$ cat src/rtl/core/afc_pkg.sv
// ----------------------------------------------------------------------------
// afc_pkg: shared types and constants for the AABB frustum cull block
// Input and result words, setting indexes, flag bits.
// ----------------------------------------------------------------------------
package afc_pkg;

  localparam int unsigned NumSettings = 20;
  localparam int unsigned NumCorners  = 8;
  localparam int unsigned WordW       = 32;

  localparam logic [4:0] IdxNear   = 5'd12;
  localparam logic [4:0] IdxFar    = 5'd13;
  localparam logic [4:0] IdxLeft   = 5'd14;
  localparam logic [4:0] IdxRight  = 5'd15;
  localparam logic [4:0] IdxTop    = 5'd16;
  localparam logic [4:0] IdxBottom = 5'd17;
  localparam logic [4:0] IdxTanv   = 5'd18;
  localparam logic [4:0] IdxTanh   = 5'd19;

  localparam logic OpWrite = 1'b0;
  localparam logic OpBox   = 1'b1;

  localparam logic KindAck = 1'b0;
  localparam logic KindBox = 1'b1;

  localparam logic ModeOrtho = 1'b0;
  localparam logic ModePersp = 1'b1;

  localparam logic [5:0] FlagFar   = 6'b000001;
  localparam logic [5:0] FlagNear  = 6'b000010;
  localparam logic [5:0] FlagLeft  = 6'b000100;
  localparam logic [5:0] FlagRight = 6'b001000;
  localparam logic [5:0] FlagUp    = 6'b010000;
  localparam logic [5:0] FlagDown  = 6'b100000;

  typedef struct packed {
    logic               opcode;
    logic [4:0]         setting_index;
    logic signed [31:0] setting_value;
    logic signed [31:0] min_x;
    logic signed [31:0] min_y;
    logic signed [31:0] min_z;
    logic signed [31:0] max_x;
    logic signed [31:0] max_y;
    logic signed [31:0] max_z;
  } in_word_t;

  typedef struct packed {
    logic       result_kind;
    logic       visible;
    logic [5:0] straddle_flags;
  } out_word_t;

  // per-lane verdict
  typedef struct packed {
    logic       in_view;
    logic [5:0] flag;
  } lane_res_t;

  typedef struct packed {
    logic signed [31:0] m0;
    logic signed [31:0] m1;
    logic signed [31:0] m2;
    logic signed [31:0] m3;
  } mrow_t;

  typedef struct packed {
    logic               mode;
    logic signed [31:0] near_w;
    logic signed [31:0] far_w;
    logic signed [31:0] left_w;
    logic signed [31:0] right_w;
    logic signed [31:0] top_w;
    logic signed [31:0] bottom_w;
  } limits_t;

  typedef struct packed {
    logic signed [31:0] tanv_w;
    logic signed [31:0] tanh_w;
  } tan_t;

endpackage

$ cat src/rtl/core/afc_merge.sv
// ----------------------------------------------------------------------------
// afc_merge: combines the eight lane verdicts
// First inside corner wins; else the pairs-minus-singles rule.
// ----------------------------------------------------------------------------
module afc_merge (
  input  afc_pkg::lane_res_t lane_i [8],
  output logic               visible_o,
  output logic [5:0]         flags_o
);
  import afc_pkg::*;

  logic       hit;
  logic [5:0] acc;
  logic [5:0] f;
  logic [1:0] p, sgl;

  always_comb begin
    hit = 1'b0;
    acc = 6'd0;
    for (int i = 0; i < NumCorners; i++) begin
      if (!hit) begin
        if (lane_i[i].in_view) begin
          hit = 1'b1;
        end else begin
          acc = acc | lane_i[i].flag;
        end
      end
    end
    f   = acc;
    p   = 2'(f[0] & f[1]) + 2'(f[2] & f[3]) + 2'(f[4] & f[5]);
    sgl = 2'(f[0] ^ f[1]) + 2'(f[2] ^ f[3]) + 2'(f[4] ^ f[5]);
    visible_o = hit | (p > sgl);
    flags_o   = acc;
  end

endmodule

$ cat config.mk
export PLATFORM = sky130hd
export DESIGN_NAME = afc_merge
export DESIGN_NICKNAME = d
export VERILOG_FILES = /design/src/rtl/core/afc_pkg.sv /design/src/rtl/core/afc_merge.sv
export SDC_FILE = /design/constraint.sdc
export NUM_CORES = 1
export LEC_CHECK = 0
export ABC_AREA = 1
export BUFFER_PORTS_ARGS = -buffer_cell sky130_fd_sc_hd__buf_2
export CAP_MARGIN = 20
export CORE_UTILIZATION = 43
export DETAILED_ROUTE_END_ITERATION = 16
export PLACE_DENSITY = 0.91
export SYNTH_ARGS = -nofsm -noshare
export SYNTH_HDL_FRONTEND = slang
export SYNTH_SLANG_ARGS = --single-unit
$ cat constraint.sdc
create_clock -name vclk -period 7.67
set_clock_uncertainty 0.05 [all_clocks]
set_input_delay 1.1505 -clock vclk [all_inputs]
set_output_delay 1.1505 -clock vclk [all_outputs]
set_load 0.01 [all_outputs]
Yosys cells after proc, flatten, opt, wreduce, memory -nomap -nowiden
Cells that the tools add are included.
- $add $sub $neg: 4
- magnitude comparators: 1
- mux-type cells: 30
- bitwise gates (word level): 14
- operators by type and width (cell ; number):
    $mux W6 ; 15
    $or A6 B6 Y6 ; 7
    $mux W1 ; 15
    $add A1 B1 Y2 ; 2
    $add A2 B1 Y2 ; 2
    $and A1 B1 Y1 ; 3
    $xor A1 B1 Y1 ; 3
    $gt A2 B2 Y1 ; 1
    $or A1 B1 Y1 ; 1
- bits in registers: 0
- input port bits: 56
- output and inout bits: 7

Depth between registers and ports, before layout
- depth in word-level cells: 27
- depth in mapped cells: 18

Least setup slack after synthesis
OpenSTA, ideal clock, no wires.
- path type: in2out
- start: input port lane_i[55] (netlist bit)
- end: output port visible_o
- arrival time: 3.267 ns
- required time: 6.469 ns
- path slack: 3.203 ns
- stages on the path: 15
- path buffers: 0
- cell sequence: nor2_4 -> nand3_4 -> nor2_8 -> nand2_4 -> nor2_8 -> nand2_1 -> nand3_1 -> ha_1 -> inv_1 -> fa_1 -> inv_1 -> ha_1 -> nand2_1 -> o21ai_0 -> nand3_1
- longest elaborated chain between the ends: 27
- ends and longest elaborated chain (item ; RTL line ; RTL):
    start: declaration ; afc_merge.sv:6 ; input afc_pkg::lane_res_t lane_i [8],
    $mux W6 ; afc_merge.sv:22 ; if (lane_i[i].in_view) begin
    $or A6 B6 Y6 ; afc_merge.sv:25 ; acc = acc | lane_i[i].flag;
    $mux W6 ; afc_merge.sv:22 ;
    $mux W6 ; afc_merge.sv:21 ; if (!hit) begin
    $or A6 B6 Y6 ; afc_merge.sv:25 ;
    $mux W6 ; afc_merge.sv:22 ;
    $mux W6 ; afc_merge.sv:21 ;
    $or A6 B6 Y6 ; afc_merge.sv:25 ;
    (+12 left out) ; - ;
    $mux W6 ; afc_merge.sv:22 ;
    $mux W6 * ; afc_merge.sv:21 ;
    named net flags_o[1] ; afc_merge.sv:8 ; output logic [5:0] flags_o
    $and A1 B1 Y1 / $xor A1 B1 Y1 (equally long branches) ; afc_merge.sv:30, afc_merge.sv:31 ;
    $add A1 B1 Y2 (on tied branches) ; afc_merge.sv:30, afc_merge.sv:31 ;
    $add A2 B1 Y2 (on tied branches) ; afc_merge.sv:30, afc_merge.sv:31 ;
    $gt A2 B2 Y1 * ; afc_merge.sv:32 ; visible_o = hit | (p > sgl);
    $or A1 B1 Y1 * ; afc_merge.sv:32 ;
    end: declaration ; afc_merge.sv:7 ; output logic visible_o,
The timed path passes the listed nets; every way through them passes the cells marked *.

Final worst setup path
- start: input port lane_i[55] (netlist bit)
- end: output port visible_o
- longest elaborated chain between the ends: 27
- ends and longest elaborated chain (item ; RTL line):
    $mux W6 ; afc_merge.sv:22
    $or A6 B6 Y6 ; afc_merge.sv:25
    $mux W6 ; afc_merge.sv:22
    $mux W6 ; afc_merge.sv:21
    $or A6 B6 Y6 ; afc_merge.sv:25
    $mux W6 ; afc_merge.sv:22
    $mux W6 ; afc_merge.sv:21
    $or A6 B6 Y6 ; afc_merge.sv:25
    (+11 left out) ; -
    $or A6 B6 Y6 ; afc_merge.sv:25
    $mux W6 ; afc_merge.sv:22
    $mux W6 ; afc_merge.sv:21
    $and A1 B1 Y1 / $xor A1 B1 Y1 (equally long branches) ; afc_merge.sv:30, afc_merge.sv:31
    $add A1 B1 Y2 (on tied branches) ; afc_merge.sv:30, afc_merge.sv:31
    $add A2 B1 Y2 (on tied branches) ; afc_merge.sv:30, afc_merge.sv:31
    $gt A2 B2 Y1 ; afc_merge.sv:32
    $or A1 B1 Y1 * ; afc_merge.sv:32
Every way passes the cells marked *; elsewhere a longest branch is shown, timed or not.

==> summary.md <==
The total area inside the core boundary comes to 1490 um^2. The first global-routing pass estimated 3.78 mm of wire. Max-cap violations in this run came to 0. Power spread over the standard cell area amounts to 58.3 nW/um^2.

Summed over all cells, the static leakage comes to 0.728 nW. The pin count of the biggest net entering global routing came out at 9. Yosys attributes the largest share of cell area to sky130_fd_sc_hd__nand2_1 24%, sky130_fd_sc_hd__inv_1 19%, sky130_fd_sc_hd__nor2_1 14%, sky130_fd_sc_hd__ha_1 9.1%, sky130_fd_sc_hd__nand3_1 8.8%. In this run the worst path has a maximum fanout of 8. 63 I/O pins were placed. The critical path start-end classification was in -> out. During placement, the flow inserted port buffers numbering 63. The part of the cycle the worst path needs was 0.631. The tools report the quantity of gates resized following cts as 0. The floorplan step defined a die boundary enclosing 1760 um^2. The number of max-slew violations in the final report came out at 0.

In this run the mean area of a mapped cell was 5.00 um^2. The synthesized net count is 200, and the average routed wire per standard cell is 9.88 um. The final hold violation count was 0; the sum of overflow across all layers after global routing was 0. Data arrives at the worst endpoint at 3640 ps.

For the pin with the worst max-slew slack, the measured transition is 361 ps. The via count of the first global-routing pass is 995, and the via count normalized by instance count is 4.83. The number of clock buffers in the layout is 0, and the setup fix buffers added after clock tree synthesis is 0. Detailed routing placed a total of 1.13 mm of wire on met2. Cell row count: 14.

The post-synthesis to final-layout area growth was 48.9%; the violation count after the first detailed-routing iteration was 15. The logs give 0 for the count of unresolved DRC violations after routing and 0 for the number of inserted diodes. The overall via count from detail_route came out at 1044. The largest area contributor in the netlist is sky130_fd_sc_hd__nand2_1. The worst setup path is launched from an input pin.

For this design, the CTS-stage hold fixing added 0 buffers. The tools report the unique cell type count in the Yosys netlist as 13. The sequential cell count is 0, and the post-layout net count is 265. The critical path capture point type is a primary output.

Setup repair after global routing left no endpoint under its margin. The run finished with clean final reports. The iteration count of the initial detailed-routing pass is 4, and the highest achievable clock rate is 206 MHz.

The chip width was 41.9 um; the final estimated routing congestion in global placement was 0.766. After detailed routing, the met3 layer carries 123 um of wire. The floorplan die height is 41.9 um. At the worst endpoint, the required time is 6470 ps. VDD sags by at most 0.0489 mV.

The routed design has 2.13 mm of wire. Summing all flip-flop and latch instances after layout gives 0 um^2. The count of nets left with antenna violations once routing finished came out at 0. The tools report the share of the yosys chip area belonging to registers as 0. For the total standard cell area after synthesis, the log shows 686 um^2. During synthesis, Yosys emitted a total of 0 warnings.

For the worst slew margin relative to its limit, the log shows 0.759. The aggregate negative setup slack is 0 ps. The min-delay analysis places its worst path in the category in -> out.

Setup violations remaining at the end of the flow were counted as 0. Synthesis produced 137 cells. For the worst setup slack after layout, the log shows 2830 ps. The fraction of final layout cells sized beyond drive strength 1 was 0.345. The time the final worst path needs with I/O delays and setup was 4840 ps. The top-area cell type share of the netlist area was 0.241; the combined global-route utilization of all metal layers was 0.263.

Signal routing reaches up to met4. The logs give 0.461 for the initial standard-cell utilization of the core and 0 for the number of antenna violations at the first check in global routing. Prior to clock tree synthesis, the placed netlist has a worst setup slack of 2820 ps. The routed length on met1 came out at 831 um. The total half-perimeter wirelength after legalization and detailed placement is 1.95 mm. The run gives 0.686 as the fraction of the core area covered by cells at the end of the flow.
[worst max-delay path, cell delays in order]
cell and delay, ps:
sky130_fd_sc_hd__buf_2 120, sky130_fd_sc_hd__nor2_4 210, sky130_fd_sc_hd__nand3_4 180, sky130_fd_sc_hd__nor2_8 180, sky130_fd_sc_hd__nand2_4 110, sky130_fd_sc_hd__nor2_8 140
sky130_fd_sc_hd__nand2_1 70, sky130_fd_sc_hd__nand3_1 100, sky130_fd_sc_hd__ha_1 150, sky130_fd_sc_hd__inv_1 60, sky130_fd_sc_hd__fa_1 420, sky130_fd_sc_hd__ha_1 300
sky130_fd_sc_hd__inv_1 60, sky130_fd_sc_hd__nor2_1 30, sky130_fd_sc_hd__o21ai_0 130, sky130_fd_sc_hd__nand3_1 80, sky130_fd_sc_hd__buf_2 150
[final timing paths]
kind	end	slack, ps	cells past startpoint	from
worst min-delay path	flags_o[0]	2590	4	lane_i[7]
worst max-delay path	visible_o	2830	17	lane_i[55]
[metal layers]
layer / global-route usage / up-vias
li1: - / 540
met1: 0.294 / 460
met5: 0 / -
met4: 0.0645 / 0
met3: 0.0261 / 6
met2: 0.516 / 38
[per-stage QoR]
| stage | hold WS, ps | total power, W | instance area [um^2] | cells |
|---|---|---|---|---|
| 6_report | 2590 | 0.0000595 | 1020 | 216 |
| 5_1_grt | 2630 | 0.0000701 | 1020 | 216 |
| 4_1_cts | 2590 | 0.0000600 | 1020 | 216 |
| 3_5_place_dp | 2590 | 0.0000599 | 1020 | 216 |
| 3_3_place_gp | 2590 | 0.0000557 | 1020 | 216 |
| 2_1_floorplan | 2380 | 0.0000334 | 686 | 137 |
[layout by cell type (no fill, tap or decap)]
master / Yosys / final
sky130_fd_sc_hd__fa_1: 2 / 2
sky130_fd_sc_hd__nand4_1: 7 / 7
sky130_fd_sc_hd__nor2_1: 26 / 26
sky130_fd_sc_hd__inv_2: 1 / 1
sky130_fd_sc_hd__o21ai_0: 1 / 1
sky130_fd_sc_hd__nand2_1: 44 / 44
sky130_fd_sc_hd__ha_1: 5 / 5
sky130_fd_sc_hd__nor2_4: 1 / 1
sky130_fd_sc_hd__nor2_8: 2 / 2
sky130_fd_sc_hd__nand3_1: 12 / 12
sky130_fd_sc_hd__nand3_4: 1 / 1
sky130_fd_sc_hd__nand2_4: 1 / 1
sky130_fd_sc_hd__buf_2: 0 / 63
sky130_fd_sc_hd__inv_1: 34 / 34
[area by class of cell]
class                      instances  area [um^2]
fill                             147          468
multi-input combinational        102          554
tap                               16         20.0
inverter                          35          131
timing repair buffer              63          315
[synthesized netlist by cell type]
cell                      count
sky130_fd_sc_hd__nand4_1      7
sky130_fd_sc_hd__nor2_1      26
sky130_fd_sc_hd__inv_2        1
sky130_fd_sc_hd__nor2_8       2
sky130_fd_sc_hd__nand3_4      1
sky130_fd_sc_hd__nand3_1     12
sky130_fd_sc_hd__o21ai_0      1
sky130_fd_sc_hd__nand2_4      1
sky130_fd_sc_hd__ha_1         5
sky130_fd_sc_hd__nor2_4       1
sky130_fd_sc_hd__nand2_1     44
sky130_fd_sc_hd__inv_1       34
sky130_fd_sc_hd__fa_1         2
[logic make-up (layout without fill, tap and decap cells)]
kind of cell	after synthesis	in the layout	synth area share
AO/OA/AOI/OAI	1	1	0.00729
adder cells (fa/ha/maj)	7	7	0.150
buffers and inverters	35	98	0.192
AND/OR/NAND/NOR	94	94	0.651
[where the power goes]
group	total [W]	switching (W)	internal [W]
Sequential	0	0	0
Combinational	0.0000595	0.0000325	0.0000270
Clock	0	0	0
(Power assumes the default switching activity.)
